===== src/sv/bsem_pkg.sv =====
// ----------------------------------------------------------------------------
// bsem_pkg
// Shared types, widths, weight tables and helpers for the element matrix block.
// ----------------------------------------------------------------------------
package bsem_pkg;

  localparam int DataW = 32;               // raw field width
  localparam int DiffW = DataW + 1;        // absolute coordinate difference
  localparam int SqW   = 2 * DiffW;        // sum of two squared differences
  localparam int RemW  = DiffW + 3;        // square root remainder
  localparam int LenW  = 32;               // edge length after scaling
  localparam int ProdW = 2 * LenW;         // lx*lx, ly*ly, lx*ly
  localparam int D24W  = ProdW + 5;        // 24*lx*ly
  localparam int CoefW = DataW + 4;        // weighted coefficient sum
  localparam int AccW  = CoefW + ProdW + 2; // signed A*X + B*Y
  localparam int MagW  = AccW - 1;         // magnitude of that sum

  localparam logic [DataW-1:0] MaxPos = {1'b0, {(DataW-1){1'b1}}};
  localparam logic [DataW-1:0] MinNeg = {1'b1, {(DataW-1){1'b0}}};

  // weights of k0..k3 on lx^2, times 24
  localparam int WX [4][4][4] = '{
    '{'{ 3, 1, 1, 3}, '{ 1, 1, 1, 1}, '{-1,-1,-1,-1}, '{-3,-1,-1,-3}},
    '{'{ 1, 1, 1, 1}, '{ 1, 3, 3, 1}, '{-1,-3,-3,-1}, '{-1,-1,-1,-1}},
    '{'{-1,-1,-1,-1}, '{-1,-3,-3,-1}, '{ 1, 3, 3, 1}, '{ 1, 1, 1, 1}},
    '{'{-3,-1,-1,-3}, '{-1,-1,-1,-1}, '{ 1, 1, 1, 1}, '{ 3, 1, 1, 3}}
  };

  // weights of k0..k3 on ly^2, times 24
  localparam int WY [4][4][4] = '{
    '{'{ 3, 3, 1, 1}, '{-3,-3,-1,-1}, '{-1,-1,-1,-1}, '{ 1, 1, 1, 1}},
    '{'{-3,-3,-1,-1}, '{ 3, 3, 1, 1}, '{ 1, 1, 1, 1}, '{-1,-1,-1,-1}},
    '{'{-1,-1,-1,-1}, '{ 1, 1, 1, 1}, '{ 1, 1, 3, 3}, '{-1,-1,-3,-3}},
    '{'{ 1, 1, 1, 1}, '{-1,-1,-1,-1}, '{-1,-1,-3,-3}, '{ 1, 1, 3, 3}}
  };

  typedef struct packed {
    logic signed [DataW-1:0] corner0_x;
    logic signed [DataW-1:0] corner0_y;
    logic signed [DataW-1:0] corner1_x;
    logic signed [DataW-1:0] corner1_y;
    logic signed [DataW-1:0] corner3_x;
    logic signed [DataW-1:0] corner3_y;
    logic signed [DataW-1:0] coeff_0;
    logic signed [DataW-1:0] coeff_1;
    logic signed [DataW-1:0] coeff_2;
    logic signed [DataW-1:0] coeff_3;
  } item_t;

  typedef struct packed {
    logic [1:0]              row_index;
    logic signed [DataW-1:0] entry_0;
    logic signed [DataW-1:0] entry_1;
    logic signed [DataW-1:0] entry_2;
    logic signed [DataW-1:0] entry_3;
    logic                    degenerate;
    logic                    saturated;
    logic                    last_row;
  } result_t;

  // element geometry handed from the front to the back
  typedef struct packed {
    logic                   degen;
    logic [ProdW-1:0]       x_sq;
    logic [ProdW-1:0]       y_sq;
    logic [D24W-1:0]        d24;
    logic [3:0][DataW-1:0]  k;
  } elem_t;

  // per-step control for the entry lanes
  typedef struct packed {
    logic load;
    logic mul;
    logic first;
    logic prep;
    logic div;
  } lane_ctrl_t;

  // weighted sum of the nodal coefficients for one matrix entry
  function automatic logic [CoefW-1:0] wsum(input logic [1:0] row, input logic [1:0] col,
                                            input logic [3:0][DataW-1:0] k,
                                            input logic use_y);
    logic [CoefW-1:0] acc;
    logic [CoefW-1:0] kv;
    int w;
    acc = '0;
    for (int i = 0; i < 4; i++) begin
      kv = CoefW'(signed'(k[i]));
      w  = use_y ? WY[row][col][i] : WX[row][col][i];
      case (w)
        1:       acc = acc + kv;
        -1:      acc = acc - kv;
        3:       acc = acc + kv + (kv << 1);
        -3:      acc = acc - kv - (kv << 1);
        default: acc = acc;
      endcase
    end
    return acc;
  endfunction

endpackage


===== src/sv/bsem_front.sv =====
// ----------------------------------------------------------------------------
// bsem_front
// Takes element requests, forms both edge lengths and their products.
// ----------------------------------------------------------------------------
module bsem_front (
  input  logic            clk_i,
  input  logic            rst_ni,
  input  logic            push,
  output logic            full,
  input  bsem_pkg::item_t item_i,
  output logic            elem_valid_o,
  input  logic            elem_ready_i,
  output bsem_pkg::elem_t elem_o
);
  import bsem_pkg::*;

  localparam logic [2:0] FIdle  = 3'd0;
  localparam logic [2:0] FSq    = 3'd1;
  localparam logic [2:0] FRoot  = 3'd2;
  localparam logic [2:0] FScale = 3'd3;
  localparam logic [2:0] FMul   = 3'd4;
  localparam logic [2:0] FPush  = 3'd5;

  localparam logic [5:0] RootLast = 6'(DiffW - 1);

  typedef struct packed {
    logic [RemW-1:0]  rem;
    logic [DiffW-1:0] root;
  } root_t;

  function automatic logic [DiffW-1:0] abs_diff(input logic [DataW-1:0] a,
                                                input logic [DataW-1:0] b);
    logic [DiffW-1:0] d;
    d = DiffW'(signed'(a)) - DiffW'(signed'(b));
    return d[DiffW-1] ? DiffW'(-d) : d;
  endfunction

  // one digit of the restoring square root
  function automatic root_t root_step(input root_t cur, input logic [1:0] pair);
    root_t           nxt;
    logic [RemW-1:0] t;
    logic [RemW-1:0] trial;
    t     = {cur.rem[RemW-3:0], pair};
    trial = RemW'({cur.root, 2'b01});
    if (t >= trial) begin
      nxt.rem  = t - trial;
      nxt.root = {cur.root[DiffW-2:0], 1'b1};
    end else begin
      nxt.rem  = t;
      nxt.root = {cur.root[DiffW-2:0], 1'b0};
    end
    return nxt;
  endfunction

  logic [2:0]             state_q, state_d;
  logic [5:0]             cnt_q, cnt_d;
  logic [DiffW-1:0]       dx1_q, dy1_q, dx3_q, dy3_q;
  logic [3:0][DataW-1:0]  k_q;
  logic [SqW-1:0]         s1_q, s3_q;
  root_t                  r1_q, r3_q;
  logic [LenW-1:0]        lx_q, ly_q;
  logic [ProdW-1:0]       xsq_q, ysq_q, d_q;
  logic                   degen_q;

  logic [DiffW-1:0]       mul_a, mul_b;
  logic [SqW-1:0]         prod;
  logic                   scale_shift, degen;
  logic [LenW-1:0]        lx_s, ly_s;

  // shared multiplier
  always_comb begin
    mul_a = '0;
    mul_b = '0;
    if (state_q == FSq) begin
      case (cnt_q[1:0])
        2'd0:    begin mul_a = dx1_q; mul_b = dx1_q; end
        2'd1:    begin mul_a = dy1_q; mul_b = dy1_q; end
        2'd2:    begin mul_a = dx3_q; mul_b = dx3_q; end
        default: begin mul_a = dy3_q; mul_b = dy3_q; end
      endcase
    end else begin
      case (cnt_q[1:0])
        2'd0:    begin mul_a = DiffW'(lx_q); mul_b = DiffW'(lx_q); end
        2'd1:    begin mul_a = DiffW'(ly_q); mul_b = DiffW'(ly_q); end
        default: begin mul_a = DiffW'(lx_q); mul_b = DiffW'(ly_q); end
      endcase
    end
  end
  assign prod = mul_a * mul_b;

  // length scaling and zero length check
  always_comb begin
    degen       = (r1_q.root == '0) || (r3_q.root == '0);
    scale_shift = r1_q.root[DiffW-1] | r3_q.root[DiffW-1];
    lx_s = scale_shift ? r1_q.root[DiffW-1:1] : r1_q.root[LenW-1:0];
    ly_s = scale_shift ? r3_q.root[DiffW-1:1] : r3_q.root[LenW-1:0];
    if (lx_s == '0) lx_s = LenW'(1);
    if (ly_s == '0) ly_s = LenW'(1);
  end

  // sequencer
  always_comb begin
    state_d = state_q;
    cnt_d   = cnt_q;
    case (state_q)
      FIdle: begin
        if (push) begin
          state_d = FSq;
          cnt_d   = '0;
        end
      end
      FSq: begin
        cnt_d = cnt_q + 6'd1;
        if (cnt_q == 6'd3) begin
          state_d = FRoot;
          cnt_d   = RootLast;
        end
      end
      FRoot: begin
        cnt_d = cnt_q - 6'd1;
        if (cnt_q == '0) state_d = FScale;
      end
      FScale: begin
        cnt_d   = '0;
        state_d = degen ? FPush : FMul;
      end
      FMul: begin
        cnt_d = cnt_q + 6'd1;
        if (cnt_q == 6'd2) state_d = FPush;
      end
      FPush: begin
        if (elem_ready_i) state_d = FIdle;
      end
      default: state_d = FIdle;
    endcase
  end

  always_ff @(posedge clk_i or negedge rst_ni) begin
    if (!rst_ni) begin
      state_q <= FIdle;
      cnt_q   <= '0;
    end else begin
      state_q <= state_d;
      cnt_q   <= cnt_d;
    end
  end

  // datapath
  always_ff @(posedge clk_i) begin
    case (state_q)
      FIdle: begin
        if (push) begin
          dx1_q <= abs_diff(item_i.corner1_x, item_i.corner0_x);
          dy1_q <= abs_diff(item_i.corner1_y, item_i.corner0_y);
          dx3_q <= abs_diff(item_i.corner3_x, item_i.corner0_x);
          dy3_q <= abs_diff(item_i.corner3_y, item_i.corner0_y);
          k_q   <= {item_i.coeff_3, item_i.coeff_2, item_i.coeff_1, item_i.coeff_0};
        end
      end
      FSq: begin
        r1_q <= '0;
        r3_q <= '0;
        case (cnt_q[1:0])
          2'd0:    s1_q <= prod;
          2'd1:    s1_q <= s1_q + prod;
          2'd2:    s3_q <= prod;
          default: s3_q <= s3_q + prod;
        endcase
      end
      FRoot: begin
        r1_q <= root_step(r1_q, s1_q[SqW-1 -: 2]);
        r3_q <= root_step(r3_q, s3_q[SqW-1 -: 2]);
        s1_q <= s1_q << 2;
        s3_q <= s3_q << 2;
      end
      FScale: begin
        lx_q    <= lx_s;
        ly_q    <= ly_s;
        degen_q <= degen;
      end
      FMul: begin
        case (cnt_q[1:0])
          2'd0:    xsq_q <= prod[ProdW-1:0];
          2'd1:    ysq_q <= prod[ProdW-1:0];
          default: d_q   <= prod[ProdW-1:0];
        endcase
      end
      default: ;
    endcase
  end

  assign full         = (state_q != FIdle);
  assign elem_valid_o = (state_q == FPush);

  always_comb begin
    elem_o.degen = degen_q;
    elem_o.x_sq  = xsq_q;
    elem_o.y_sq  = ysq_q;
    elem_o.d24   = (D24W'(d_q) << 4) + (D24W'(d_q) << 3);
    elem_o.k     = k_q;
  end

endmodule


===== config.mk =====
export PLATFORM = sky130hd
export DESIGN_NAME = bsem_front
export DESIGN_NICKNAME = d
export VERILOG_FILES = /design/src/sv/bsem_pkg.sv /design/src/sv/bsem_front.sv
export SDC_FILE = /design/constraint.sdc
export NUM_CORES = 2
export LEC_CHECK = 0
export ABC_AREA = 1
export ABC_CLOCK_PERIOD_IN_PS = 17200
export BUFFER_PORTS_ARGS = -buffer_cell sky130_fd_sc_hd__buf_2
export CORE_ASPECT_RATIO = 1.2
export CORE_MARGIN = 3
export CORE_UTILIZATION = 35
export DETAILED_ROUTE_END_ITERATION = 10
export PLACE_DENSITY = 0.59
export SYNTH_ARGS = -nofsm -noshare
export SYNTH_HDL_FRONTEND = slang
export SYNTH_SLANG_ARGS = --single-unit

===== constraint.sdc =====
create_clock -name clk_i -period 17.2 [get_ports clk_i]
set_input_delay 3.44 -clock clk_i [delete_from_list [all_inputs] [get_ports clk_i]]
set_output_delay 3.44 -clock clk_i [all_outputs]
set_load 0.02 [all_outputs]

* Yosys cells after proc, flatten, opt, wreduce, memory -nomap -nowiden *
Cells that the tools add are included.

word-level totals
  bits in registers = 792
  latch bits = 0
  memories kept = 0
  memory bits (read-only) = 0
  memory bits (writable) = 0
  bits of input ports = 324

cells by class
  shift operators = 0
  reduce and logical (&&, ||, !) cells = 20
  eq/ne operators = 16
  $mul = 1
  mux-type cells = 29
  add/subtract/negate cells = 15
  divide/modulo/power cells = 0
  bitwise gates (word level) = 2
  $lt $le $gt $ge = 2

operators by type and width
  kind                                                  count
  case mux 66 bit (2 select lines)                      4
  case mux 67 bit (2 select lines)                      2
  two-way mux 32 bit                                    8
  two-way mux 67 bit                                    2
  adder 66 bit                                          2
  negator 33 bit                                        4
  subtractor 32 x 32 -> 33 bit                          4
  case mux 33 bit (3 select lines)                      1
  greater-or-equal comparator 36 x 35 -> 1 bit          2
  adder 68 x 67 -> 69 bit                               1
  subtractor 34 bit                                     2
  logical NOT 33 bit                                    2
  multiplier 33 x 33 -> 66 bit                          1
  two-way mux 33 bit                                    2
  logical NOT 32 bit                                    2
  case mux 6 bit (5 select lines)                       1
  case mux 3 bit (6 select lines)                       1
  two-way mux 3 bit                                     5
  AND reduction 2 bit                                   7
  equality test 6 x 2 -> 1 bit (second input constant)  2
  two-way mux 6 bit                                     2
  inequality test 2 bit (second input constant)         4
  adder 6 x 1 -> 6 bit (second input constant)          1
  equality test 3 x 2 -> 1 bit (second input constant)  2
  19 further kinds                                      21

* Depth between registers and ports, before layout *
  depth in word-level cells = 7
  mapped depth = 57

* Worst setup path before layout *
Ideal clock, no wire load.

  path kind = input to register
  from = input push
  to = register dx1_q[0] (enable)
  arrival time = 14.147 ns
  cell stages on the path = 2
  setup time = 0.887 ns
  setup slack = 2.166 ns
  path buffers = 0
  path through = inv_1 nor2_1

on the way
  cells in the longest elaborated chain, start to end = 1

ends and longest elaborated chain
  item                                  line               text
  start, declared                       bsem_front.sv:8    input logic push,
  AND reduction 2 bit (no source line)  -
  end signal, assigned                  bsem_front.sv:153  dx1_q <= abs_diff(item_i.corner1_x, item_i.corner0_x);
  end, declared                         bsem_front.sv:57   logic [DiffW-1:0] dx1_q, dy1_q, dx3_q, dy3_q;

Every way passes these cells.
A chain may end at the register's enable or synchronous reset.

* Final worst setup path *
  from = register cnt_q[0]
  to = register s1_q[53] (data pin)

on the way
  cells in the longest elaborated chain, start to end = 7

ends and longest elaborated chain
  item                                                                    line                                text
  start, declared                                                         bsem_front.sv:56                    logic [5:0] cnt_q, cnt_d;
  start signal, assigned                                                  bsem_front.sv:144                   cnt_q <= cnt_d;
  equality test 2 bit, or another cell as far along                       bsem_front.sv:75                    case (cnt_q[1:0])
  case mux 33 bit (3 select lines) or two-way mux 32 bit (tied branches)  bsem_front.sv:75, bsem_front.sv:82
  two-way mux 33 bit                                                      bsem_front.sv:74                    if (state_q == FSq) begin
  multiplier 33 x 33 -> 66 bit *                                          bsem_front.sv:89                    assign prod = mul_a * mul_b;
  net prod[36]                                                            bsem_front.sv:66                    logic [SqW-1:0] prod;
  adder 66 bit *                                                          bsem_front.sv:165                   2'd1: s1_q <= s1_q + prod;
  case mux 66 bit (2 select lines) *                                      bsem_front.sv:163                   case (cnt_q[1:0])
  case mux 66 bit (2 select lines) *                                      bsem_front.sv:150                   case (state_q)
  end signal, assigned                                                    bsem_front.sv:164                   2'd0: s1_q <= prod;
  end signal, assigned                                                    bsem_front.sv:165
  end signal, assigned                                                    bsem_front.sv:173                   s1_q <= s1_q << 2;
  end, declared                                                           bsem_front.sv:59                    logic [SqW-1:0] s1_q, s3_q;

Mark *: on every way through the listed nets, which the timed path passes. The rest lies on a longest branch.

==> run metrics <==
vias per cell=~5.2; Max stage delay cell, worst path=o21ai_0; post-synthesis compound-gate area fraction=9.16%; post-synthesis cell area=97900 sq um; Filler cells=29.2k; CTS tree=built; commonest cells in the netlist=nand2_1, inv_1, nor2_1, fa_1, edfxtp_1; vias in the first global route=90.2k; overflow left after global routing=0; area of the multi-input gates=roughly 64000 sq um; largest family of logic cells by synthesized area=adder cells; Initial Utilization=between 30% and 40%; die height=585 um; register bit total from synthesis=792; fraction of registers with async set/reset=1.14%; register area=23700 sq um; starting DRC count in detailed routing=8227; Initial DRT Pass Iterations=9; clock slew at reported path FFs=0.08 ns; highest clock rate=70.1 MHz; Crit. End Element=register; synth top area cells=edfxtp_1, fa_1, nand2_1, inv_1, ha_1; first-pass GRT wire length=559 mm; CTS max path bufs=3; Most Frequent Cell on Critical Path=fa_1; Setup CP Type=register to register; Slew Viols, Final=2; root buffer cell=clkbuf_16; GRT Util Overall=25.9%; mux cell area share after synthesis=0%; # hold bufs at CTS=0; DP HPWL=302 mm; initial antenna violation count=21; via count=90.0k; DRC viols=0; largest net degree at the start of global routing=83; area share of xor/xnor cells in the synthesized design=2.72%; Tmin final=14.27 ns; max incr delay on CP=1.11 ns; total CTS buffers=92; status=complete, but fails checks; row count=around 210; routed length per instance=roughly 22 um; Simple-Gate Fraction of Synth Area=24.9%; final wirelength=376 mm; H-tree depth=3; HP Class=register to register; Post-CTS Setup Bufs=0; required time of the worst setup path=roughly 18 ns; Post-synth EDFFs=783; FF-to-FF path depth=39; dominant synthesized flop cell=edfxtp_1; Mapped Cells=13.0k; worst endpoint data arrival time=about 15 ns; num ports=652; Core ar.=278000 sq um; share of cells above drive strength 1=about 8.3%; Slew headroom=-1.34%; Final period util=83.0%; Port Buffers=648; endpoints failing setup=0; Syn Area/Cell=7.53 sq um; Syn. warnings=0; leading area contributor after synthesis=edfxtp_1; TNS Setup=0 ns; post-synth cell types=67; sequential-to-total area share from yosys stat=24.2%; Final nets=15.5k; Final ANT Viol Nets=0; Worst Path Max Fanout=53; Hold Slack=0.571 ns; hold path cells=2; final-report hold violation count=0; post-CTS sizing=0; final worst slack=a little under 3 ns; number of max-cap violations=2; most instantiated library cell after synthesis=nand2_1; Clock Skews=0.114 ns; worst slew pin tran=approximately 1.5 ns; failing checks=capacitance limit, slew limit; RSZ-0062 raised after global routing=false; RePlAce Congestion=~1.0; share of the synthesized area in the top cell type=24.0%; Setup Slack @ Placement=3.25 ns; Clock Latency Late Sink=0.78 ns; Syn-to-layout area delta=11.0%; die area=286000 sq um; CP startpoint kind=register; adder-cell area share of the yosys netlist=28.3%; Die X=489 um; Clock Sinks=792
kinds of logic (layout without fill, tap and decap cells):
kind of cell / after synthesis / in the layout
AO/OA/AOI/OAI: 1620 / 1620
XOR/XNOR: 302 / 302
adder cells (fa/ha/maj): 1634 / 1634
buffers and inverters: 2718 / 3351
flip-flops: 792 / 792
other: 1 / 17
AND/OR/NAND/NOR: 5939 / 5939
worst max-delay path: cells and delay by family (launching register included):
family | cells | cell delay (ns)
simple gates | 7 | 0.83
xor+xnor | 1 | 1.03
fa+ha+maj | 11 | 5.38
compound gates | 11 | 3.73
flops | 1 | 0.44
buf+inv | 9 | 2.66
per-layer routing:
metal	track usage [%]	part of all wire (%)	wire length, um	up-vias
met5	0	0.024	92	-
met2	43.5	47	177000	3923
li1	-	-	-	42300
met1	31.2	38	145000	42700
met3	4.43	7.7	29100	1077
met4	14.9	6.8	25500	14
registers in the layout, indices dropped and copies added, names as in the netlist, 64 cells and up:
signal  cells
elem_o    128
r1_q       67
r3_q       67
s1_q       66
s3_q       66
d_q        64
xsq_q      64
ysq_q      64
placed cells by master (no fill, tap or decap), types with 25 or more instances in the layout:
cell type | netlist | layout
a21boi_0 | 26 | 26
nand2_1 | 3253 | 3250
nand4_1 | 142 | 142
o21ai_0 | 582 | 581
nor3_1 | 111 | 109
clkbuf_16 | 0 | 93
o211ai_1 | 46 | 46
nand3b_1 | 48 | 48
a21oi_1 | 641 | 636
o21bai_1 | 78 | 78
a31oi_1 | 83 | 83
a21o_1 | 51 | 51
nand2_2 | 52 | 52
ha_1 | 669 | 666
fa_1 | 965 | 965
inv_1 | 2360 | 2357
inv_2 | 22 | 25
nor4_1 | 43 | 43
nor2_1 | 1572 | 1568
o21ai_1 | 39 | 40
clkinv_1 | 16 | 27
edfxtp_1 | 783 | 783
nand3_1 | 618 | 618
xor2_1 | 199 | 198
buf_4 | 12 | 133
buf_2 | 84 | 648
xnor2_1 | 101 | 100
through the flow:
| step | utilization [%] | cells | cell area (sq um) |
|---|---|---|---|
| final | 39.1 | 17300 | 109000 |
| after global routing | 39.0 | 17300 | 109000 |
| after detailed placement | 37.9 | 17100 | 105000 |
| after floorplan | - | 13000 | 97900 |
| after global placement | 37.9 | 17100 | 105000 |
| after CTS | 39.0 | 17300 | 109000 |
layout make-up:
type                            instances  share of cell area, %
Antenna cell                           14                 0.0322
Clock buffer                          106                   2.19
Clock inverter                         65                  0.752
Inverter                             2399                   8.29
Multi-Input combinational cell       9498                   58.8
Sequential cell                       792                   21.8
Tap cell                             3638                   4.19
Timing Repair Buffer                  781                   3.90
final timing paths:
check / startpoint / to / slack [ns]
worst max-delay path: cnt_q[0] / s1_q[53] / 2.93
worst min-delay path: s3_q[52] / s3_q[54] / 0.57
worst max register to register: cnt_q[0] / s1_q[53] / 2.93
worst min register to register: s3_q[52] / s3_q[54] / 0.57
max in group asynchronous: rst_ni / cnt_q[5] / 14.40
min in group asynchronous: rst_ni / state_q[2] / 2.60
Power is not shown: default switching activity piles up to over one toggle a cycle in this logic, so the estimate is an artifact.
