$ cat config.mk
export PLATFORM = sky130hd
export DESIGN_NAME = bsem_fifo
export DESIGN_NICKNAME = d
export VERILOG_FILES = /design/src/sv/bsem_pkg.sv /design/src/sv/bsem_fifo.sv
export SDC_FILE = /design/constraint.sdc
export NUM_CORES = 1
export LEC_CHECK = 0
export ABC_AREA = 1
export BUFFER_PORTS_ARGS = -buffer_cell sky130_fd_sc_hd__buf_2
export CORE_AREA = 2 2 257 259
export DETAILED_ROUTE_END_ITERATION = 10
export DIE_AREA = 0 0 259 261
export SKIP_LAST_GASP = 1
export SYNTH_ARGS = -nofsm -noshare
export SYNTH_HDL_FRONTEND = slang
export SYNTH_SLANG_ARGS = --single-unit
$ cat constraint.sdc
create_clock -name clk_i -period 32.4 [get_ports clk_i]
set_clock_uncertainty 0.2 [all_clocks]
set_input_delay 1.62 -clock clk_i [delete_from_list [all_inputs] [get_ports clk_i]]
set_output_delay 1.62 -clock clk_i [all_outputs]
set_load 0.01 [all_outputs]
$ cat src/sv/bsem_pkg.sv
// ----------------------------------------------------------------------------
// bsem_pkg
// Shared types, widths, weight tables and helpers for the element matrix block.
// ----------------------------------------------------------------------------
package bsem_pkg;

  localparam int DataW = 32;               // raw field width
  localparam int DiffW = DataW + 1;        // absolute coordinate difference
  localparam int SqW   = 2 * DiffW;        // sum of two squared differences
  localparam int RemW  = DiffW + 3;        // square root remainder
  localparam int LenW  = 32;               // edge length after scaling
  localparam int ProdW = 2 * LenW;         // lx*lx, ly*ly, lx*ly
  localparam int D24W  = ProdW + 5;        // 24*lx*ly
  localparam int CoefW = DataW + 4;        // weighted coefficient sum
  localparam int AccW  = CoefW + ProdW + 2; // signed A*X + B*Y
  localparam int MagW  = AccW - 1;         // magnitude of that sum

  localparam logic [DataW-1:0] MaxPos = {1'b0, {(DataW-1){1'b1}}};
  localparam logic [DataW-1:0] MinNeg = {1'b1, {(DataW-1){1'b0}}};

  // weights of k0..k3 on lx^2, times 24
  localparam int WX [4][4][4] = '{
    '{'{ 3, 1, 1, 3}, '{ 1, 1, 1, 1}, '{-1,-1,-1,-1}, '{-3,-1,-1,-3}},
    '{'{ 1, 1, 1, 1}, '{ 1, 3, 3, 1}, '{-1,-3,-3,-1}, '{-1,-1,-1,-1}},
    '{'{-1,-1,-1,-1}, '{-1,-3,-3,-1}, '{ 1, 3, 3, 1}, '{ 1, 1, 1, 1}},
    '{'{-3,-1,-1,-3}, '{-1,-1,-1,-1}, '{ 1, 1, 1, 1}, '{ 3, 1, 1, 3}}
  };

  // weights of k0..k3 on ly^2, times 24
  localparam int WY [4][4][4] = '{
    '{'{ 3, 3, 1, 1}, '{-3,-3,-1,-1}, '{-1,-1,-1,-1}, '{ 1, 1, 1, 1}},
    '{'{-3,-3,-1,-1}, '{ 3, 3, 1, 1}, '{ 1, 1, 1, 1}, '{-1,-1,-1,-1}},
    '{'{-1,-1,-1,-1}, '{ 1, 1, 1, 1}, '{ 1, 1, 3, 3}, '{-1,-1,-3,-3}},
    '{'{ 1, 1, 1, 1}, '{-1,-1,-1,-1}, '{-1,-1,-3,-3}, '{ 1, 1, 3, 3}}
  };

  typedef struct packed {
    logic signed [DataW-1:0] corner0_x;
    logic signed [DataW-1:0] corner0_y;
    logic signed [DataW-1:0] corner1_x;
    logic signed [DataW-1:0] corner1_y;
    logic signed [DataW-1:0] corner3_x;
    logic signed [DataW-1:0] corner3_y;
    logic signed [DataW-1:0] coeff_0;
    logic signed [DataW-1:0] coeff_1;
    logic signed [DataW-1:0] coeff_2;
    logic signed [DataW-1:0] coeff_3;
  } item_t;

  typedef struct packed {
    logic [1:0]              row_index;
    logic signed [DataW-1:0] entry_0;
    logic signed [DataW-1:0] entry_1;
    logic signed [DataW-1:0] entry_2;
    logic signed [DataW-1:0] entry_3;
    logic                    degenerate;
    logic                    saturated;
    logic                    last_row;
  } result_t;

  // element geometry handed from the front to the back
  typedef struct packed {
    logic                   degen;
    logic [ProdW-1:0]       x_sq;
    logic [ProdW-1:0]       y_sq;
    logic [D24W-1:0]        d24;
    logic [3:0][DataW-1:0]  k;
  } elem_t;

  // per-step control for the entry lanes
  typedef struct packed {
    logic load;
    logic mul;
    logic first;
    logic prep;
    logic div;
  } lane_ctrl_t;

  // weighted sum of the nodal coefficients for one matrix entry
  function automatic logic [CoefW-1:0] wsum(input logic [1:0] row, input logic [1:0] col,
                                            input logic [3:0][DataW-1:0] k,
                                            input logic use_y);
    logic [CoefW-1:0] acc;
    logic [CoefW-1:0] kv;
    int w;
    acc = '0;
    for (int i = 0; i < 4; i++) begin
      kv = CoefW'(signed'(k[i]));
      w  = use_y ? WY[row][col][i] : WX[row][col][i];
      case (w)
        1:       acc = acc + kv;
        -1:      acc = acc - kv;
        3:       acc = acc + kv + (kv << 1);
        -3:      acc = acc - kv - (kv << 1);
        default: acc = acc;
      endcase
    end
    return acc;
  endfunction

endpackage

$ cat src/sv/bsem_fifo.sv
// ----------------------------------------------------------------------------
// bsem_fifo
// Two-entry queue of element geometry between the front and the back.
// ----------------------------------------------------------------------------
module bsem_fifo (
  input  logic            clk_i,
  input  logic            rst_ni,
  input  logic            wr_valid_i,
  output logic            wr_ready_o,
  input  bsem_pkg::elem_t wr_data_i,
  output logic            rd_valid_o,
  input  logic            rd_pop_i,
  output bsem_pkg::elem_t rd_data_o
);
  import bsem_pkg::*;

  elem_t      mem_q [2];
  logic       wr_ptr_q, rd_ptr_q;
  logic [1:0] cnt_q;
  logic       wr_en, rd_en;

  assign wr_ready_o = (cnt_q != 2'd2);
  assign rd_valid_o = (cnt_q != 2'd0);
  assign rd_data_o  = mem_q[rd_ptr_q];
  assign wr_en      = wr_valid_i && wr_ready_o;
  assign rd_en      = rd_pop_i && rd_valid_o;

  // pointers and fill level
  always_ff @(posedge clk_i or negedge rst_ni) begin
    if (!rst_ni) begin
      wr_ptr_q <= 1'b0;
      rd_ptr_q <= 1'b0;
      cnt_q    <= '0;
    end else begin
      if (wr_en) wr_ptr_q <= ~wr_ptr_q;
      if (rd_en) rd_ptr_q <= ~rd_ptr_q;
      if (wr_en && !rd_en) cnt_q <= cnt_q + 2'd1;
      else if (rd_en && !wr_en) cnt_q <= cnt_q - 2'd1;
    end
  end

  // storage
  always_ff @(posedge clk_i) begin
    if (wr_en) mem_q[wr_ptr_q] <= wr_data_i;
  end

endmodule

# Word level (Yosys, flattened, before mapping)
# Memories as Yosys holds them, arrays and structs flattened.
# Cells that the tools add are included.
[word_totals]
register_bits = 4
latchBits = 0
ram_bits = 652
mem_bits_ro = 0
input_bits = 330
output_inout_bits = 328
wordCells = 21
memories = 1
[op_classes]
add_sub_neg = 2
n_mul = 0
div_mod_pow = 0
magnitude_cmp = 0
eq_ne = 1
shifts = 0
mux = 4
bitwise = 2
n_reduce_logical = 8
[mem_list]
columns = ["memory", "words", "width", "read_ports", "rd_clocked_by_memory_dff", "write_ports", "line_no", "text"]
rows = [
  ["mem_q", 2, 326, 1, 0, 1, "bsem_fifo.sv:17", "elem_t mem_q [2];"],
]
[op_table]
columns = ["op", "count"]
rows = [
  ["$logic_and 1x1->1", 4],
  ["$mux 2", 2],
  ["$reduce_bool 2->1", 2],
  ["$add 2x1->2 const B", 1],
  ["$logic_not 1->1", 2],
  ["$mux 1", 2],
  ["$ne 2x2->1 const B", 1],
  ["$not 1->1", 2],
  ["$sub 2x1->2 const B", 1],
]

# Logic depth before layout (Yosys ltp)
# Gate-level depths: netlist of the first run.
[depth]
depth_word = 6
depth_mapped = 10
mapped_depth_nobuf = 10

# Least setup slack after synthesis of the first run
# Ideal clock, no wire load.
[synth_timing]
path_kind = "input to register"
start = "input wr_valid_i"
end = "memory mem_q[0][0] (netlist bit), enable pin"
setup_time_ns = 1.021
arrival_time_ns = 15.223
required_ns = 31.179
setup_slack_ns = 15.957
cell_stages = 2
path_buffers = 0
cell_sequence = "nand2_1 nor2_1"
[synth_between]
elab_chain_len = 3
[synth_lines]
columns = ["item", "line_no", "text"]
rows = [
  ["start: declaration", "bsem_fifo.sv:8", "input logic wr_valid_i,"],
  ["$logic_and 1x1->1", "bsem_fifo.sv:25", "assign wr_en = wr_valid_i && wr_ready_o;"],
  ["$mux 1", "bsem_fifo.sv:44", "if (wr_en) mem_q[wr_ptr_q] <= wr_data_i;"],
  ["$mux 1 (implied by the code)", "bsem_fifo.sv:44", ""],
  ["end: declaration", "bsem_fifo.sv:17", ""],
]
# No other way between the ends.

==> impl_metrics.py, run 1 <==
metrics = {
    "status": {
        "status": "finished clean",
    },
    "place": {
        "gp_congestion": 0.811,
        "portBuffers": 657,
        "dp_cells": 3192,
        "dp_hpwl_um": 39300,
    },
    "worst_setup_path": {
        "critical_path.endpoint_type": "output port",
        "path_max_fanout": 147,
        "critPathLaunchType": "flop",
        "cp.required_ns": 30.58,
        "rrSetupSlack_ns": 27.84,
        "crit_arrival_ns": 3.75,
        "path_class": "flop to output port",
    },
    "grt": {
        "antenna_found_initial": 19,
        "grtUsageTotal": 0.167,
        "grt_pass1_wl_um": 85500,
        "grt_max_degree": 184,
        "grt_pass1_vias": 14800,
        "grt.overflow.total": 0,
    },
    "die": {
        "ios": 658,
        "rows": 94,
        "die_y_um": 261,
        "start_util": 0.366,
        "dieArea_um2": 67600,
        "die_x_um": 259,
        "coreArea_um2": 65000,
    },
    "cells_and_area": {
        "final_util": 0.464,
        "multi_input_area_um2": 3780,
        "drive_gt1_frac": 0.313,
        "syn_to_final_growth_pct": 26.7,
        "finalNonFillerCells": 3322,
        "seqCellArea_um2": 19700,
        "layout.nets": 2731,
        "fillCellCount": 5885,
    },
    "synth": {
        "ys_seq_area_frac": 0.826,
        "synth.distinct_cells": 13,
        "synth_seq_cells": 656,
        "ys_warn_count": 0,
        "syn_area_um2": 23800,
        "syn_avg_cell_area_um2": 13.8,
        "synthDominantCellAreaShare": 0.822,
        "yosysTopAreaCell": "edfxtp_1",
        "syn_nets": 2062,
        "synthTopCellsByArea": "edfxtp_1, nand2_1, buf_2, dfrtp_1, inv_1",
        "synth_cells": 1731,
    },
    "sta": {
        "slew_headroom": 0.236,
        "slew_viol_final": 0,
        "fin_crit_sh": 0.172,
        "worst-slew-pin-transition_ns": 1.14,
        "period_needed_ns": 5.57,
        "fmax_mhz": 180,
        "fin_tns_setup_ns": 0,
        "hold_violations": 0,
        "setup_viol": 0,
        "rsz0062_at_grt": "no",
    },
    "routing": {
        "avgViaCountPerCell": 4.52,
        "drc_errors": 0,
        "vias": 15000,
        "antenna_left": 0,
        "routed_wl_um": 59200,
        "dr.pass1.iters": 7,
        "wl_per_cell_um": 17.8,
        "drtIter0Drc": 955,
    },
    "power_and_ir_drop": {
        "powerDensity_nw_per_um2": 94.4,
        "peakVddDrop_mv": 0.0615,
        "power.leakage_nw": 12.8,
    },
    "cts": {
        "path_clk_slew_ns": 0.05,
        "cts-buffers-inserted": 70,
        "hold_buffers": 0,
        "cts.path.max_buffers": 3,
        "clock-sinks": 656,
        "clkLatencyLatePin_ns": 0.58,
        "cts_tree": "built",
        "root_buffer": "clkbuf_16",
        "cts_resized": 0,
        "cts_setup_buffers": 0,
        "cts.htree.levels": 3,
    },
    "hold_path": {
        "hp-class": "flop to flop",
    },
    "job": {
        "cap_violations": 0,
    },
}
path summary, 6_finish.rpt:
| path | startpoint | to | cells after the start |
|---|---|---|---|
| max in group asynchronous | rst_ni | rd_ptr_q | 1 |
| max reg2reg | cnt_q[0] | mem_q[1][190] | 7 |
| min reg2reg | cnt_q[0] | cnt_q[0] | 1 |
| max | rd_ptr_q | rd_data_o[193] | 5 |
| min | cnt_q[0] | cnt_q[0] | 1 |
| min in group asynchronous | rst_ni | wr_ptr_q | 1 |
placed cells by master (no fill, tap or decap), types with 6 or more instances in the layout:
master     count
clkinv_2       9
edfxtp_1     652
clkbuf_1      20
clkinv_1       9
nand2_1      988
buf_2        657
diode_2        8
clkbuf_16     72
buf_4         10
inv_1          6
state kept, by name (all words and copies together), names as in the netlist:
name and count:
mem_q 652, cnt_q 2, wr_ptr_q 1, rd_ptr_q 1
cells in the mapped netlist:
cell	count
buf_2	67
clkbuf_1	5
dfrtp_1	4
edfxtp_1	652
ha_1	1
inv_1	6
inv_2	1
nand2_1	988
nand3_1	2
nand4_1	1
nor2_1	2
xnor2_1	1
xor2_1	1
layer usage:
layer  GRT usage  wire [um]
met5           0        148
met4      0.0676       1650
met3      0.0603       5280
met2       0.286      29800
met1       0.191      22400
final cells by class:
class / count / area share
multi-input cells: 996 / 0.125
clock buffers: 92 / 0.0622
inverters: 7 / 0.00112
well taps: 864 / 0.0358
clock inverters: 30 / 0.0104
diodes: 8 / 0.000663
repair buffers: 669 / 0.113
flip-flops and latches: 656 / 0.652
through the flow:
step / power (mW) / hold WS (ns) / area (um2) / worst slack [ns]
2_1_floorplan: 1.83 / 0.262 / 23800 / 15.96
3_3_place_gp: 2.12 / 0.279 / 28000 / 26.64
3_5_place_dp: 2.13 / 0.293 / 28000 / 26.64
4_1_cts: 2.89 / 0.304 / 30200 / 26.80
5_1_grt: 3.01 / 0.335 / 30200 / 26.61
6_report: 2.85 / 0.302 / 30200 / 26.83
kinds of logic (layout without fill, tap and decap cells):
logic type	after synthesis	in the layout	synth area share
xor gates and xnor gates	2	2	0.000735
adders and majority gates	1	1	0.000525
buffers and inverters	79	798	0.0160
DFF	656	656	0.826
other	0	8	0
and+or+nand+nor	993	993	0.157
power breakdown:
part           internal (mW)  switching, mW
Sequential              1.16         0.0541
Clock                  0.437          0.320
Combinational          0.265          0.614
critical path, stage by stage (launching register included):
cell	delay (ns)
dfrtp_4	0.77
inv_8	0.67
buf_4	0.85
nand2_1	0.10
nand2_1	0.20
buf_2	0.17
(Power assumes the default switching activity.)
==> run 2: changes to the inputs <==
==> constraint.sdc (replaced) <==
create_clock -name clk_i -period 4.9 [get_ports clk_i]
set_clock_uncertainty 0.2 [all_clocks]
set_input_delay 0.245 -clock clk_i [delete_from_list [all_inputs] [get_ports clk_i]]
set_output_delay 0.245 -clock clk_i [all_outputs]
set_load 0.01 [all_outputs]
==> run 2 against run 1 <==
Count of clock-buffer cells in the layout is 1 lower. Critical endpoint is now rd_data_o[242]. Sequential share of layout area shrank 6.9 points. Setup slack got worse by 25 ns. Via count is 11% higher. First-iteration DRC count increased by 7.9%. Highest routed layer unchanged. Sequential power increased to 6.6 times the previous value.
==> impl_metrics.py, run 2 (synthesized netlist as in run 1, its figures left out) <==
metrics = {
    "cells_and_area": {
        "finalNonFillerCells": 3670,
        "regMostFlops": "mem_q",
        "layout.nets": 3076,
        "drive_gt1_frac": 0.280,
        "reg_top3": "mem_q: 652 flops, cnt_q: 2 flops",
        "fillCellCount": 5441,
        "final_area_um2": 33800,
        "syn_to_final_growth_pct": 41.8,
        "multi_input_area_um2": 3790,
        "seqCellArea_um2": 19700,
        "largest_reg_flops": 652,
        "layout_commonest_cell": "nand2_1",
        "final_cell_mix": "nand2_1, buf_2, edfxtp_1",
    },
    "cts": {
        "clock-sinks": 656,
        "cts_tree": "built",
        "root_buffer": "clkbuf_16",
        "path_clk_slew_ns": 0.06,
        "cts.path.max_buffers": 3,
        "clkLatencyLatePin_ns": 0.58,
        "cts-buffers-inserted": 72,
        "cts.htree.levels": 3,
        "cts_setup_buffers": 0,
    },
    "place": {
        "dp_hpwl_um": 40700,
        "gp_congestion": 0.850,
        "portBuffers": 657,
        "pre_cts_ws_ns": 2.02,
        "postPlaceCellArea_um2": 28200,
        "dp_cells": 3205,
    },
    "grt": {
        "grt_pass1_wl_um": 93300,
        "grt.overflow.total": 0,
        "grtUsageTotal": 0.178,
        "grt_max_degree": 136,
        "grt_pass1_vias": 17200,
        "antenna_found_initial": 6,
    },
    "die": {
        "rows": 94,
        "die_y_um": 261,
        "dieArea_um2": 67600,
        "ios": 658,
        "coreArea_um2": 65000,
        "die_x_um": 259,
        "start_util": 0.366,
    },
    "power_and_ir_drop": {
        "powerDensity_nw_per_um2": 574,
        "peakVddDrop_mv": 0.497,
        "power.leakage_nw": 14.4,
    },
    "worst_setup_path": {
        "path_cells": "inv_8, buf_4, nand2_1, nand2_1, buf_2",
        "critical_path.endpoint_type": "output port",
        "rr_startpoint": "cnt_q[0]",
        "path_class": "flop to output port",
        "critPathLaunchType": "flop",
        "cpPeakStageDelay_ns": 0.78,
        "crit_path_start": "rd_ptr_q",
        "path_max_fanout": 135,
        "slowest_stage": "dfrtp_4",
        "cp.required_ns": 4.45,
        "crit_path_frequent_cell": "nand2_1",
        "cp_top_family": "buffers and inverters",
        "cp_num_buf_inv": 3,
        "crit_arrival_ns": 3.05,
    },
    "sta": {
        "fin_crit_sh": 0.714,
        "worst-slew-pin-transition_ns": 0.996,
        "rsz0062_at_grt": "no",
        "setup_viol": 0,
        "fmax_mhz": 286,
        "slew_viol_final": 0,
        "period_needed_ns": 3.50,
        "hold_violations": 0,
        "slew_headroom": 0.335,
        "final.setup.worst_slack_ns": 1.40,
        "worst_hold_slack_ns": 0.163,
    },
    "routing": {
        "antenna_left": 0,
        "drtIter0Drc": 1030,
        "wl_per_cell_um": 17.2,
        "vias": 16700,
        "routed_wl_um": 63200,
        "avgViaCountPerCell": 4.55,
        "dr.pass1.iters": 7,
        "drc_errors": 0,
    },
    "job": {
        "cap_violations": 0,
    },
    "hold_path": {
        "hold_start": "wr_data_i[281]",
        "hp-class": "input pin to flop",
    },
    "status": {
        "status": "finished clean",
    },
}
-- run 2: cell types whose count changed in the layout (fill, tap and decap cells not counted), sizes merged --
cell / delta
buf: +13
bufinv: +1
clkbuf: -1
clkinv: +9
diode: -2
dlygate4sd3: +330
inv: -2
-- run 2: path summary, 6_finish.rpt --
| kind | end | slack, ns | cells after the start |
|---|---|---|---|
| worst max-delay path | rd_data_o[242] | 1.40 | 5 |
| worst min-delay path | mem_q[0][281] | 0.16 | 2 |
| worst max register to register | mem_q[1][205] | 2.29 | 5 |
| worst min register to register | cnt_q[0] | 0.32 | 1 |
| max in group asynchronous | rd_ptr_q | 3.90 | 3 |
| min in group asynchronous | rd_ptr_q | 0.40 | 3 |
-- run 2: stage by stage --
stage | util | power [mW] | setup TNS (ns)
floorplan | - | 11.5 | -741.84
global placement | 0.433 | 14.1 | 0
detailed placement | 0.433 | 14.2 | 0
CTS | 0.519 | 19.6 | 0
global route | 0.519 | 20.5 | 0
finish | 0.519 | 19.4 | 0
-- run 2: repair_timing --
item,in CTS,in global routing
hold buffers,330,0
hold endpoints to repair,670,0
resized for setup,0,0
-- run 2: power by group --
group / total [mW] / switching (mW) / internal, mW
registers: 8.05 / 0.388 / 7.66
clock network: 5.17 / 2.15 / 3.02
logic: 6.16 / 4.14 / 2.02
-- run 2: layout make-up --
class                   count  area share
multi-input cells         996       0.112
clock inverters            38      0.0101
diodes                      6    0.000444
well taps                 864      0.0320
clock buffers              91      0.0573
repair buffers           1012       0.204
flip-flops and latches    656       0.583
inverters                   7     0.00100
-- run 2: per-layer routing --
| layer | track usage | routed length (um) | share of wire |
|---|---|---|---|
| met5 | 0 | 13 | 0.00021 |
| met3 | 0.0608 | 5310 | 0.084 |
| met4 | 0.0788 | 2420 | 0.038 |
| met2 | 0.308 | 31900 | 0.51 |
| met1 | 0.200 | 23500 | 0.37 |
-- run 2: worst register-to-register path: cells and delay by family (launching register included) --
| family | cells | cell delay [ns] |
|---|---|---|
| flops | 1 | 0.39 |
| simple gates | 3 | 0.91 |
| buf+inv | 2 | 0.65 |
==> run 3: changes to the inputs <==
--- a/config.mk
+++ b/config.mk
@@ -5,11 +5,11 @@
 export SDC_FILE = /design/constraint.sdc
 export NUM_CORES = 1
 export LEC_CHECK = 0
-export ABC_AREA = 1
+export ABC_AREA = 0
 export BUFFER_PORTS_ARGS = -buffer_cell sky130_fd_sc_hd__buf_2
-export CORE_AREA = 2 2 257 259
+export CORE_AREA = 2 2 259 261
 export DETAILED_ROUTE_END_ITERATION = 10
-export DIE_AREA = 0 0 259 261
+export DIE_AREA = 0 0 261 263
 export SKIP_LAST_GASP = 1
 export SYNTH_ARGS = -nofsm -noshare
 export SYNTH_HDL_FRONTEND = slang
==> constraint.sdc (replaced) <==
create_clock -name clk_i -period 3.45 [get_ports clk_i]
set_clock_uncertainty 0.2 [all_clocks]
set_input_delay 0.1725 -clock clk_i [delete_from_list [all_inputs] [get_ports clk_i]]
set_output_delay 0.1725 -clock clk_i [all_outputs]
set_load 0.01 [all_outputs]
==> run 3 against run 2 <==
Non-clock buffer count rose by 16. First-iteration DRC count fell by 19%. Sequential power rose by 40%. Total power rose by 38%. Cell count fell by 18%. Setup slack got worse by 0.74 ns. Clock power rose by 36%. Area after synthesis barely moved. Via count fell by 17%. Routed wire length fell by 5.5%. Critical endpoint is now rd_data_o[91].
==> impl_metrics.py, run 3 <==
metrics = {
    "worst_setup_path": {
        "critPathLaunchType": "flop",
        "ff2ff_path_depth": 3,
        "rrSetupSlack_ns": 1.18,
        "crit_arrival_ns": 2.41,
        "critical_path.endpoint_type": "output port",
        "rr_startpoint": "cnt_q[0]",
        "path_class": "flop to output port",
        "path_max_fanout": 56,
        "cp.required_ns": 3.08,
        "reg2reg_to": "mem_q[1][309]",
    },
    "hold_path": {
        "hp-class": "input pin to flop",
        "hold-path-endpoint": "mem_q[1][197]",
        "hold_path_depth": 2,
        "hold_start": "wr_data_i[197]",
    },
    "routing": {
        "dr.pass1.iters": 5,
        "avgViaCountPerCell": 4.58,
        "routed_wl_um": 59700,
        "drtIter0Drc": 837,
        "antenna_left": 0,
        "drc_errors": 0,
        "wl_per_cell_um": 19.8,
        "vias": 13800,
    },
    "cells_and_area": {
        "reg_top3": "mem_q: 652 flops, cnt_q: 2 flops",
        "layout_commonest_cell": "buf_2",
        "drive_gt1_frac": 0.524,
        "fillCellCount": 5309,
        "syn_to_final_growth_pct": 42.3,
        "finalNonFillerCells": 3011,
        "final_cell_mix": "buf_2, edfxtp_1, dlygate4sd3_1",
        "regMostFlops": "mem_q",
        "final_area_um2": 33900,
        "largest_reg_flops": 652,
        "layout.nets": 2428,
    },
    "status": {
        "status": "finished clean",
    },
    "synth": {
        "yosysTopAreaCell": "edfxtp_1",
        "synth_edf_count": 652,
        "synthDominantCellAreaShare": 0.822,
        "ys_seq_area_frac": 0.826,
        "synth_cells": 1032,
        "yosysMostFrequentCell": "edfxtp_1",
        "synth_flop_cell": "edfxtp_1",
        "synth.distinct_cells": 16,
        "syn_area_um2": 23800,
        "ys_warn_count": 0,
        "synthTopCellsByArea": "edfxtp_1, mux2_2, mux2_4, buf_4, dfrtp_1",
        "syn_nets": 1363,
        "synth_common_cells": "edfxtp_1, mux2_2, mux2_4, buf_4, buf_2",
        "ys_async_sr_fraction": 0.00610,
        "syn_avg_cell_area_um2": 23.1,
        "synth_seq_cells": 656,
    },
    "die": {
        "die_y_um": 263,
        "die_x_um": 261,
        "coreArea_um2": 65600,
        "dieArea_um2": 68600,
        "rows": 94,
        "ios": 658,
        "start_util": 0.363,
    },
    "grt": {
        "antenna_found_initial": 1,
        "grt_use_met1": 0.179,
        "grt_max_degree": 87,
        "grt.overflow.total": 0,
        "grt_pass1_wl_um": 87000,
        "grt_use_met2": 0.303,
        "grtUsageTotal": 0.168,
        "grt_pass1_vias": 15000,
        "busiest_layer": "met2",
        "use_met3": 0.0514,
    },
    "power_and_ir_drop": {
        "peakVddDrop_mv": 0.444,
        "power.total_mw": 26.8,
        "power.leakage_nw": 12.8,
        "powerDensity_nw_per_um2": 790,
    },
    "place": {
        "postPlaceCellArea_um2": 28400,
        "portBuffers": 657,
        "gp_congestion": 0.804,
        "dp_hpwl_um": 40000,
        "dp_cells": 2558,
        "pre_cts_ws_ns": 1.16,
    },
    "cts": {
        "path_clk_slew_ns": 0.06,
        "cts_tree": "built",
        "cts-buffers-inserted": 71,
        "cts_resized": 0,
        "cts.htree.levels": 3,
        "clock-sinks": 656,
        "clkLatencyLatePin_ns": 0.58,
        "root_buffer": "clkbuf_16",
        "cts.path.max_buffers": 3,
    },
    "sta": {
        "setup_viol": 0,
        "fmax_mhz": 359,
        "fin_crit_sh": 0.807,
        "slew_viol_final": 0,
        "rsz0062_at_grt": "no",
        "period_needed_ns": 2.78,
        "hold_violations": 0,
        "final.setup.worst_slack_ns": 0.666,
        "worst-slew-pin-transition_ns": 0.721,
        "slew_headroom": 0.519,
    },
    "job": {
        "cap_violations": 0,
    },
}
[run 3: worst max-delay path by stage]
stage | cells past startpoint | startpoint | endpoint | slack (ns)
finish | 3 | rd_ptr_q | rd_data_o[91] | 0.67
global route | 3 | rd_ptr_q | rd_data_o[91] | 0.53
CTS | 3 | rd_ptr_q | rd_data_o[21] | 0.57
detailed placement | 3 | cnt_q[0] | mem_q[1][315] | 1.16
global placement | 3 | cnt_q[0] | mem_q[1][315] | 1.18
floorplan | 3 | cnt_q[0] | mem_q[0][0] | -2.60
[run 3: final cells by class]
| class | count | area (um2) | area share |
|---|---|---|---|
| Clock buffer | 89 | 1870 | 0.0551 |
| Tap cell | 864 | 1080 | 0.0319 |
| Inverter | 1 | 3.75 | 0.000111 |
| Antenna cell | 1 | 2.50 | 0.0000739 |
| Multi-Input combinational cell | 339 | 3900 | 0.115 |
| Clock inverter | 33 | 268 | 0.00790 |
| Timing Repair Buffer | 1028 | 7070 | 0.209 |
| Sequential cell | 656 | 19700 | 0.581 |
[run 3: power breakdown]
| group | internal [mW] | total (mW) | leakage [nW] | switching, mW |
|---|---|---|---|---|
| clock network | 4.07 | 7.03 | 1.04 | 2.97 |
| logic | 3.84 | 8.41 | 5.69 | 4.57 |
| registers | 10.9 | 11.3 | 6.10 | 0.460 |
| total | 18.8 | 26.8 | 12.8 | 8.00 |
[run 3: timing repair]
action | 4_1_cts | 5_1_grt
endpoints found under the hold margin | 679 | 0
buffers inserted | 0 | 0
hold buffers | 330 | 0
[run 3: metrics by stage]
| stage | TNS, ns | utilization | hold slack [ns] |
|---|---|---|---|
| 2_1_floorplan | -1410.37 | - | -0.323 |
| 3_3_place_gp | 0 | 0.433 | -0.218 |
| 3_5_place_dp | 0 | 0.433 | -0.214 |
| 4_1_cts | 0 | 0.516 | 0.0371 |
| 5_1_grt | 0 | 0.516 | 0.0743 |
| 6_report | 0 | 0.516 | 0.102 |
[run 3: per-layer routing]
metal / wire [um] / vias up
met5: 0 / -
met4: 2080 / 0
met3: 4710 / 108
met2: 31200 / 526
met1: 21800 / 6878
li1: - / 6276
[run 3: logic make-up after synthesis]
group / share of synthesized area
buffers and inverters: 0.0109
muxes: 0.159
adders and majority gates: 0.000525
xor gates and xnor gates: 0.00184
and+or+nand+nor: 0.00142
DFF: 0.826
[run 3: critical path: stages, from the launching register on]
cell     delay (ns)
dfrtp_4        0.83
buf_12         0.37
mux2_2         0.41
buf_2          0.15
